## config.mk

```make
export PLATFORM = sky130hd
export DESIGN_NAME = mbass_ram
export DESIGN_NICKNAME = d
export VERILOG_FILES = /design/src/mbass_ram.sv
export SDC_FILE = /design/constraint.sdc
export NUM_CORES = 1
export LEC_CHECK = 0
export BUFFER_PORTS_ARGS = -buffer_cell sky130_fd_sc_hd__buf_2
export CAP_MARGIN = 25
export CELL_PAD_IN_SITES_DETAIL_PLACEMENT = 1
export CELL_PAD_IN_SITES_GLOBAL_PLACEMENT = 1
export CORE_ASPECT_RATIO = 0.75
export CORE_MARGIN = 4
export CORE_UTILIZATION = 48
export DETAILED_ROUTE_END_ITERATION = 8
export GPL_ROUTABILITY_DRIVEN = 0
export HOLD_SLACK_MARGIN = 0.06
export MAX_ROUTING_LAYER = met4
export PLACE_DENSITY = 0.76
export SYNTH_ARGS = -nofsm -noshare
export SYNTH_HDL_FRONTEND = slang
export SYNTH_SLANG_ARGS = --single-unit
export TNS_END_PERCENT = 1
```

## constraint.sdc

```tcl
create_clock -name clock -period 2 [get_ports clock]
set_input_delay 0.4 -clock clock [delete_from_list [all_inputs] [get_ports clock]]
set_output_delay 0.4 -clock clock [all_outputs]
set_load 0.01 [all_outputs]
```

## src/mbass_ram.sv

```systemverilog
module mbass_ram #(
   parameter int WIDTH = 8,
   parameter int DEPTH = 16
) (
   input  logic                     clock,
   input  logic                     wr_en,
   input  logic [$clog2(DEPTH)-1:0] wr_addr,
   input  logic [WIDTH-1:0]         wr_data,
   input  logic [$clog2(DEPTH)-1:0] rd_addr,
   output logic [WIDTH-1:0]         rd_data
);

   logic [WIDTH-1:0] mem [DEPTH];
   logic [WIDTH-1:0] rd_data_ff;

   always_ff @(posedge clock) begin
      if (wr_en) begin
         mem[wr_addr] <= wr_data;
      end
      rd_data_ff <= mem[rd_addr];
   end

   assign rd_data = rd_data_ff;

endmodule

```

# Yosys cells after proc, flatten, opt, wreduce, memory -nomap -nowiden
# Memory sizes are Yosys's and may differ from the RTL's. A register that Yosys moved wholly into a read port is not among the register bits.
# Index checks and enable logic that the tools add are counted.
[totals]
elab_cells = 3
mem_count = 1
register_bits = 0
ramBits = 128
inputBits = 18
output_inout_bits = 8
[memory_table]
columns = ["name", "depth", "width", "rd", "rd_clocked_by_memory_dff", "wr", "line_no", "text"]
rows = [
  ["mem", 16, 8, 1, 1, 1, "13", "logic [WIDTH-1:0] mem [DEPTH];"],
]
[classes]
muxes = 2
[ops]
columns = ["operator", "count"]
rows = [
  ["$mux 1", 2],
]

# Depth between registers and ports, before layout
# Gate-level depths: netlist of run 1.
[depth]
ltp_word = 2
ltp_mapped = 5
depth_no_buf = 3

# Least setup slack after synthesis of run 1
# Ideal clock, no wire load.
[synth_path]
path_kind = "input port to flip-flop"
start = "input port wr_addr[2]"
end = "memory mem[0][0] (enable)"
arrival_time_ns = 1.510
setup_time_ns = 0.383
cell_stages = 2
n_path_buf = 0
setup_slack_ns = 0.107
cell_sequence = "or3b_2 -> nor3_1"
[synth_lines]
columns = ["item", "line_no", "text"]
rows = [
  ["from (decl)", "7", "input logic [$clog2(DEPTH)-1:0] wr_addr,"],
  ["to (decl)", "13", ""],
]
# No word-level cell before the write port.

==> results by group, run 1 <==
Power
  – P_int: 0.00531 W
  – Sw frac: 19.7%
  – Pwr Total: 0.00661 W
  – Clk pwr share: 46.8%
  – Leak: 2.10 nW
  – Logic pwr share: 4.6%
  – Net Sw Power: 0.00130 W
  – Flop pwr share: 48.6%
  – Peak supply drop: 0.737 mV
  – Power per Cell Area: 1080 nW/um^2

Job
  – Max cap viols: 0

Die
  – Die Y: 97.7 microns
  – Core Box Area: 10400 sq um
  – Die X: 128 microns
  – Initial Util: 49.6%
  – I/O Pins: 26
  – Total Die Area: 12500 sq um
  – # rows: 32

Clock network
  – Worst-Skew Late Latency: 410 ps
  – Total CTS buffers: 17
  – Max clock buf depth: 2
  – Post-CTS setup buffer count: 0
  – TritonCTS clock tree: done
  – CTS H-tree lvls: 4
  – CTS resizes: 0
  – CTS sink count: 136
  – Reg clk slew, reported paths: 50 ps
  – Hold buffers post-CTS: 0
  – Clock Root Buffer: clkbuf_16

Placed design
  – Dpl cell area: 5540 sq um
  – # port buffers: 25
  – Hpwl dp: 6660 microns

Worst setup path
  – Worst path max stage delay: 570 ps
  – Crit path max-delay cell type: mux4_1
  – Worst Setup Start Kind: primary input
  – R2R Setup Slk: 580 ps
  – Critical path endpoint category: register
  – R2R Path End: rd_data[2]
  – Worst reg-to-reg path cell count: 3
  – WS Path Type: in2reg
  – CP Max Fanout: 25
  – CP Data Required Time: 2290 ps
  – Critical-path cell list: buf_2 > buf_12 > mux4_1 > a22oi_1 > nand2_1
  – R2r startpoint: mem[0][2]
  – Buffers and inverters on the worst path: 2
  – Crit path max-delay family: multiplexers
  – WP data arrival: 1770 ps

Timing
  – Final Critical Period: 1480 ps
  – Slew headroom: 69.9%
  – Hold Vio Cnt, Final: 0
  – Final setup vio count: 0
  – Measured slew at the worst slew-check pin: 451 ps
  – Fmax: 0.676 GHz
  – Setup Skew: 5.58 ps
  – Worst hold margin: 385 ps
  – RSZ-0062 raised after global routing: no
  – Fin. max-slew vios: 0
  – Fin Setup TNS: 0 ps
  – Period utilisation layout: 73.9%

Routing
  – Vias/cell: 5.68
  – DRC viols: 0
  – First drt pass iteration count: 5
  – Antenna-violating nets left: 0
  – Routed WL: 10500 microns
  – DR WL/cell: 24.3 microns
  – First DRT Iteration DRCs: 249
  – Via count: 2458

GRT
  – Largest net degree at the start of global routing: 33
  – First-pass GRT wire length: 16300 microns
  – Vias in the first global route: 2672
  – Antenna violations before repair: 0
  – Gr ovfl total: 0
  – Gr usage total: 19.0%

Synth
  – Post-Syn Instances: 229
  – Synth Register Bits: 136
  – Netlist Area Pre-Place: 5150 sq um
  – Post-synth cell types: 19
  – Synth Net Count: 247
  – Avg Cell Area, Syn: 22.5 sq um
  – Seq/Total Area, Yosys: 77.8%
  – YS warnings: 0

Min path
  – Min-Delay Path Depth: 1
  – Worst hold-check path type: in2reg
  – WHS Endpoint: mem[14][4]
  – Min-delay src: wr_data[4]

Cells and area
  – Fin area: 6140 sq um
  – Ant diodes: 0
  – Final nets: 302
  – Area Growth Syn to Fin: 19.2%
  – Share of cells above drive strength 1: 32.0%

Outcome
  – Status: complete, no violations
## final cells by class
type,instances,area (sq um)
clock buffer,20,447
clock inverter,12,151
fill,904,4230
multi-input combinational,83,1060
sequential,136,4000
tap,136,170
timing repair buffer,46,308
## logic make-up after synthesis
logic type	count (synthesis)	share of synthesized area, %
flops	136	77.8
buf+inv	10	1.68
simple gates	35	3.18
compound gates	16	2.33
mux	32	15.0
## placed cells by master, fill, tap and decap left out, types with 3 or more instances in the layout
| cell | n |
|---|---|
| a22oi_1 | 16 |
| buf_2 | 25 |
| buf_4 | 19 |
| bufinv_16 | 3 |
| clkbuf_16 | 17 |
| clkinv_2 | 4 |
| clkinv_4 | 3 |
| dfxtp_1 | 8 |
| edfxtp_1 | 128 |
| mux4_1 | 14 |
| mux4_2 | 18 |
| nand2_1 | 9 |
| nor2_1 | 13 |
| nor3_1 | 4 |
## flip-flops by register name (all words and copies together), names as in the netlist
register	count
mem	128
rd_data	8
## worst max-delay path by stage
stage                     from          to  slack (ps)  depth (start not counted)
floorplan           wr_addr[2]   mem[0][0]         110                          2
global route        rd_addr[0]  rd_data[2]         470                          5
detailed placement  rd_addr[0]  rd_data[2]         110                          5
CTS                 rd_addr[0]  rd_data[2]         540                          5
global placement    rd_addr[0]  rd_data[2]         150                          5
finish              rd_addr[0]  rd_data[2]         520                          5
## worst reg2reg max path, delay by kind of cell, from the launching register on
| family | cells | cell delay [ps] |
|---|---|---|
| compound gates | 1 | 350 |
| flops | 1 | 370 |
| mux | 1 | 490 |
| simple gates | 1 | 90 |
## metal layers
layer	routed length [microns]	share of wire, %	up-vias	global-route usage, %
li1	-	-	1088	-
met1	4800	46	1280	27.0
met2	5110	49	82	27.2
met3	542	5.1	8	5.77
met4	80	0.76	0	5.06
met5	0	0	-	-
## synthesized netlist by cell type, drive strengths merged
cell type,count,area [sq um]
nor2b,1,6.26
nor2,13,48.8
edfxtp,128,3840
and2,1,6.26
nor3,4,20.0
nand2,9,33.8
dfxtp,8,160
a22oi,16,120
mux4,32,773
nand3,1,5.00
and2b,1,7.51
nand3b,2,15.0
clkdlybuf4s25,3,30.0
nand2b,2,12.5
buf,7,56.3
or3b,1,8.76
## per-stage QoR
stage	instances	util, %	setup slack, ps
floorplan	229	-	107
global placement	401	53.4	154
detailed placement	401	53.4	110
CTS	433	59.2	541
global route	433	59.2	466
finish	433	59.2	521
## power groups by stage
stage                     clock [W]  sequential (W)  combinational, W
after floorplan                   0         0.00327          0.000162
after global placement            0         0.00326          0.000295
after detailed placement          0         0.00327          0.000308
after CTS                   0.00315         0.00321          0.000311
after global routing        0.00331         0.00321          0.000334
final                       0.00309         0.00321          0.000304
(Power assumes the default switching activity.)
==> run 2: changes to the inputs <==
Clock period 2 ns to 1.3 ns, I/O delays scaled along.
==> results by group, run 2 (synthesis gave the netlist of run 1 again) <==
Routing
  – Antenna-violating nets left: 0 (unchanged)
  – First DRT Iteration DRCs: 304 (+22%)
  – DR WL/cell: 25.1 microns (+3.0%)
  – Vias/cell: 5.73 (+0.99%)
  – Via count: 2534 (+3.1%)
  – Routed WL: 11100 microns (+5.2%)
  – DRC viols: 0 (unchanged)
  – First drt pass iteration count: 4 (-1)

Clock network
  – TritonCTS clock tree: done
  – CTS sink count: 136 (unchanged)
  – Hold buffers post-CTS: 0 (unchanged)
  – CTS H-tree lvls: 4 (unchanged)
  – Reg clk slew, reported paths: 60 ps (about the same)
  – Clock Root Buffer: clkbuf_16
  – Total CTS buffers: 17 (unchanged)
  – Worst-Skew Late Latency: 410 ps (about the same)
  – Max clock buf depth: 2 (unchanged)

Min path
  – Worst hold-check path type: in2reg
  – Min-delay src: wr_data[3]
  – WHS Endpoint: mem[10][3]
  – Min-Delay Path Depth: 1 (unchanged)

Die
  – I/O Pins: 26 (unchanged)
  – Die X: 128 microns (unchanged)
  – Die Y: 97.7 microns (unchanged)
  – Core Box Area: 10400 sq um (unchanged)
  – # rows: 32 (unchanged)
  – Total Die Area: 12500 sq um (unchanged)
  – Initial Util: 49.6% (unchanged)

Worst setup path
  – Worst path max stage delay: 500 ps (-70 ps)
  – Critical path origin: mem[3][0]
  – Buffers and inverters on the worst path: 0 (-2)
  – Critical path endpoint category: register
  – R2R Setup Slk: 9 ps (-570 ps)
  – Critical-path cell list: mux4_2 > a22oi_2 > nand2_1
  – Crit path max-delay family: multiplexers
  – CP Max Fanout: 1 (-96%)
  – Worst reg-to-reg path cell count: 3 (unchanged)
  – Worst Setup Start Kind: register
  – WP data arrival: 1580 ps (-190 ps)
  – R2r startpoint: mem[3][0]
  – Crit path max-delay cell type: mux4_2
  – R2R Path End: rd_data[0]
  – WS Path Type: reg2reg
  – CP Data Required Time: 1590 ps (-700 ps)

GRT
  – Gr ovfl total: 0 (unchanged)
  – First-pass GRT wire length: 17100 microns (+4.9%)
  – Largest net degree at the start of global routing: 17 (-48%)
  – Antenna violations before repair: 0 (unchanged)
  – Gr usage total: 20.0% (+1.0 points)
  – Vias in the first global route: 2733 (+2.3%)

Timing
  – Fmax: 0.775 GHz
  – Hold Vio Cnt, Final: 0 (unchanged)
  – Worst hold margin: 246 ps (-139 ps)
  – Slew headroom: 31.5% (-38 points)
  – Measured slew at the worst slew-check pin: 1020 ps (+574 ps)
  – Period utilisation layout: 99.3%
  – Final Critical Period: 1290 ps
  – Fin Setup TNS: 0 ps (unchanged)
  – Fin. max-slew vios: 0 (unchanged)
  – RSZ-0062 raised after global routing: yes
  – Final setup vio count: 0 (unchanged)
  – Setup Skew: 8.11 ps (+2.53 ps)

Cells and area
  – Ant diodes: 0 (unchanged)
  – Most common cell after layout, fill and taps aside: edfxtp_1
  – Share of cells above drive strength 1: 40.8% (+8.9 points)
  – Most frequent cells in the layout: edfxtp_1 (128), mux4_2 (27), buf_2 (25)
  – Final nets: 311 (+3.0%)
  – Fin area: 6370 sq um (+3.8%)
  – Area Growth Syn to Fin: 23.7%
  – Max FFs per register: 128 (unchanged)
  – Reg with most FFs: mem
  – Final std cells w/o fill: 442 (+2.1%)

Power
  – Flop pwr share: 45.7% (-2.9 points)
  – Leak: 2.16 nW (+2.7%)
  – Clk pwr share: 49.4% (+2.6 points)
  – Pwr Total: 0.0108 W (+64%)
  – Power per Cell Area: 1700 nW/um^2 (+58%)
  – Sw frac: 18.8% (-0.88 points)
  – P_int: 0.00878 W (+65%)
  – Peak supply drop: 1.06 mV (+44%)
  – Net Sw Power: 0.00203 W (+56%)
  – Logic pwr share: 4.9% (+0.3 points)

Job
  – Max cap viols: 0 (unchanged)

Outcome
  – Status: complete, no violations

Placed design
  – # port buffers: 25 (unchanged)
  – Hpwl dp: 7650 microns (+15%)
  – Cells after DPL: 410 (+2.2%)
  – Dpl cell area: 5690 sq um (+2.8%)
## run 2: changes by cell type in the layout (fill, tap and decap cells not counted), sizes merged
cell	change
clkbuf	-1
bufinv	+3
buf	+9
clkinv	-2
## run 2: what timing repair did
| item | in CTS | in global routing |
|---|---|---|
| buffers inserted | 0 | 0 |
| gates cloned | 0 | 0 |
| resized for setup | 12 | 5 |
| pin swaps | 5 | 2 |
| setup endpoints to repair | 6 | 7 |
| hold endpoints to repair | 0 | 0 |
## run 2: area by class of cell
type                            count  area [sq um]
Sequential cell                   136          4000
Clock buffer                       19           443
Multi-Input combinational cell     83          1090
Clock inverter                     13           225
Timing Repair Buffer               55           438
Fill cell                         871          4000
Tap cell                          136           170
## run 2: how the worst max path moves through the flow
stage | slack (ps) | depth (start not counted) | to
2_1_floorplan | -150 | 2 | mem[4][0]
3_3_place_gp | -380 | 5 | rd_data[0]
3_5_place_dp | -440 | 5 | rd_data[1]
4_1_cts | -20 | 3 | rd_data[0]
5_1_grt | -50 | 3 | rd_data[0]
6_report | 9 | 3 | rd_data[0]
## run 2: power by group through the flow
stage | clock [W] | sequential, W | combinational, W
floorplan | 0 | 0.00503 | 0.000252
global placement | 0 | 0.00502 | 0.000491
detailed placement | 0 | 0.00503 | 0.000520
CTS | 0.00545 | 0.00494 | 0.000538
global route | 0.00573 | 0.00495 | 0.000576
finish | 0.00534 | 0.00494 | 0.000531
## run 2: routing by layer
layer / wire length, microns / global-route usage [%]
met1: 4640 / 27.6
met5: 0 / -
met4: 27 / 3.92
met3: 780 / 6.37
met2: 5630 / 30.0
## run 2: through the flow
stage                     utilization, %  setup WS (ps)
final                               61.4           8.90
after global routing                61.4          -45.9
after CTS                           61.4          -16.4
after detailed placement            54.9           -438
after global placement              54.9           -376
after floorplan                        -           -152
==> run 3: changes to the inputs <==
Settings changed: RECOVER_POWER set to 100, REMOVE_ABC_BUFFERS set to 1.
==> results by group, run 3 (synthesis gave the netlist of run 1 again) <==
Outcome
  – Status: finished with violations
  – Failing checks: negative setup slack

Routing
  – Via count: 2518 (-0.63%)
  – First drt pass iteration count: 5 (+1)
  – Routed WL: 11500 microns (+3.4%)
  – First DRT Iteration DRCs: 302 (-0.66%)
  – Vias/cell: 5.76 (+0.51%)
  – Antenna-violating nets left: 0 (unchanged)
  – DRC viols: 0 (unchanged)
  – DR WL/cell: 26.2 microns (+4.6%)

Timing
  – RSZ-0062 raised after global routing: yes
  – Fin Setup TNS: -9.03 ps (-9.03 ps)
  – Period utilisation layout: 101% (+1.4 points)
  – Hold Vio Cnt, Final: 0 (unchanged)
  – Measured slew at the worst slew-check pin: 964 ps (-61.2 ps)
  – Final setup vio count: 1 (+1)
  – Final Critical Period: 1310 ps (+17.9 ps)
  – Fmax: 0.764 GHz (-1.4%)
  – Fin. max-slew vios: 0 (unchanged)
  – Slew headroom: 35.6% (+4.1 points)
  – Setup Skew: 11.9 ps (+3.80 ps)
  – Final setup margin: -9.03 ps (-17.9 ps)

Clock network
  – TritonCTS clock tree: done
  – Post-CTS setup buffer count: 0 (unchanged)
  – Max clock buf depth: 2 (unchanged)
  – CTS H-tree lvls: 4 (unchanged)
  – Worst-Skew Late Latency: 410 ps (about the same)
  – Clock Root Buffer: clkbuf_16
  – Total CTS buffers: 17 (unchanged)
  – Reg clk slew, reported paths: 60 ps (about the same)
  – CTS sink count: 136 (unchanged)

Die
  – # rows: 32 (unchanged)
  – Die X: 128 microns (unchanged)
  – Die Y: 97.7 microns (unchanged)
  – Core Box Area: 10400 sq um (unchanged)
  – Total Die Area: 12500 sq um (unchanged)
  – I/O Pins: 26 (unchanged)
  – Initial Util: 49.6% (unchanged)

Cells and area
  – Max FFs per register: 128 (unchanged)
  – Fin area: 6180 sq um (-2.9%)
  – Final nets: 306 (-1.6%)
  – Most common cell after layout, fill and taps aside: edfxtp_1
  – Share of cells above drive strength 1: 33.2% (-7.6 points)
  – Ant diodes: 0 (unchanged)
  – Reg with most FFs: mem
  – Most frequent cells in the layout: edfxtp_1 (128), mux4_2 (27), clkbuf_1 (18)
  – Area Growth Syn to Fin: 20.1%
  – Final core utilization: 59.6% (-1.8 points)

Worst setup path
  – Critical path endpoint category: register
  – R2R Path End: rd_data[6]
  – WS Path Type: reg2reg
  – CP Data Required Time: 1590 ps (about the same)
  – R2R Setup Slk: -9 ps (-20 ps)
  – Worst reg-to-reg path cell count: 3 (unchanged)
  – Worst Setup Start Kind: register
  – WP data arrival: 1600 ps (+20 ps)
  – R2r startpoint: mem[11][6]
  – CP Max Fanout: 1 (unchanged)

Min path
  – Min-delay src: rd_addr[1]
  – Worst hold-check path type: in2reg
  – WHS Endpoint: rd_data[0]
  – Min-Delay Path Depth: 4 (+3)

GRT
  – First-pass GRT wire length: 17200 microns (+0.12%)
  – Vias in the first global route: 2747 (+0.51%)
  – Gr usage total: 20.3% (+0.22 points)
  – Largest net degree at the start of global routing: 18 (+1)
  – Gr ovfl total: 0 (unchanged)
  – Antenna violations before repair: 0 (unchanged)

Power
  – Power per Cell Area: 1730 nW/um^2 (+1.9%)
  – Peak supply drop: 1.15 mV (+8.6%)
  – Pwr Total: 0.0107 W (-1.1%)
  – Leak: 2.05 nW (-5.1%)

Placed design
  – Hpwl dp: 7370 microns (-3.5%)
  – Dpl cell area: 5580 sq um (-2.0%)
  – # port buffers: 25 (unchanged)

Job
  – Max cap viols: 0 (unchanged)
[run 3: metrics by stage]
step / std cells / worst slack (ps) / hold slack, ps
after global placement: 405 / -328 / 650
final: 437 / -9.03 / 366
after CTS: 437 / -31.9 / 241
after global routing: 437 / -19.8 / 377
after floorplan: 219 / -453 / 359
after detailed placement: 405 / -366 / 658
[run 3: critical path: stages, from the launching register on]
cell,delay [ps]
edfxtp_1,380
mux4_2,500
a22oi_2,230
nand2_1,80
[run 3: layout make-up]
class	instances	area, sq um
Multi-Input combinational cell	83	1060
Clock buffer	22	494
Sequential cell	136	4000
Timing Repair Buffer	50	283
Fill cell	893	4190
Clock inverter	10	165
Tap cell	136	170
[run 3: repair_timing]
item,in CTS,in global routing
setup endpoints to repair,8,8
gates resized for setup,10,7
pin swaps,1,5
hold buffers,0,0
[run 3: worst max path at each step]
| stage | start | end | cells past startpoint |
|---|---|---|---|
| 2_1_floorplan | wr_addr[2] | mem[0][0] | 2 |
| 3_3_place_gp | rd_addr[0] | rd_data[4] | 6 |
| 3_5_place_dp | rd_addr[0] | rd_data[3] | 5 |
| 4_1_cts | mem[11][6] | rd_data[6] | 3 |
| 5_1_grt | mem[11][6] | rd_data[6] | 3 |
| 6_report | mem[11][6] | rd_data[6] | 3 |
[run 3: layer usage]
metal | up-vias | global-route usage, % | part of all wire [%]
li1 | 1083 | - | -
met1 | 1330 | 28.1 | 44
met2 | 92 | 29.0 | 47
met3 | 13 | 6.81 | 7.5
met4 | 0 | 5.71 | 1.3
met5 | - | - | 0
[run 3: power by group]
group          internal (W)  switching [W]
Sequential          0.00491      0.0000407
Combinational      0.000205       0.000291
Clock               0.00347        0.00178
Total               0.00858        0.00211
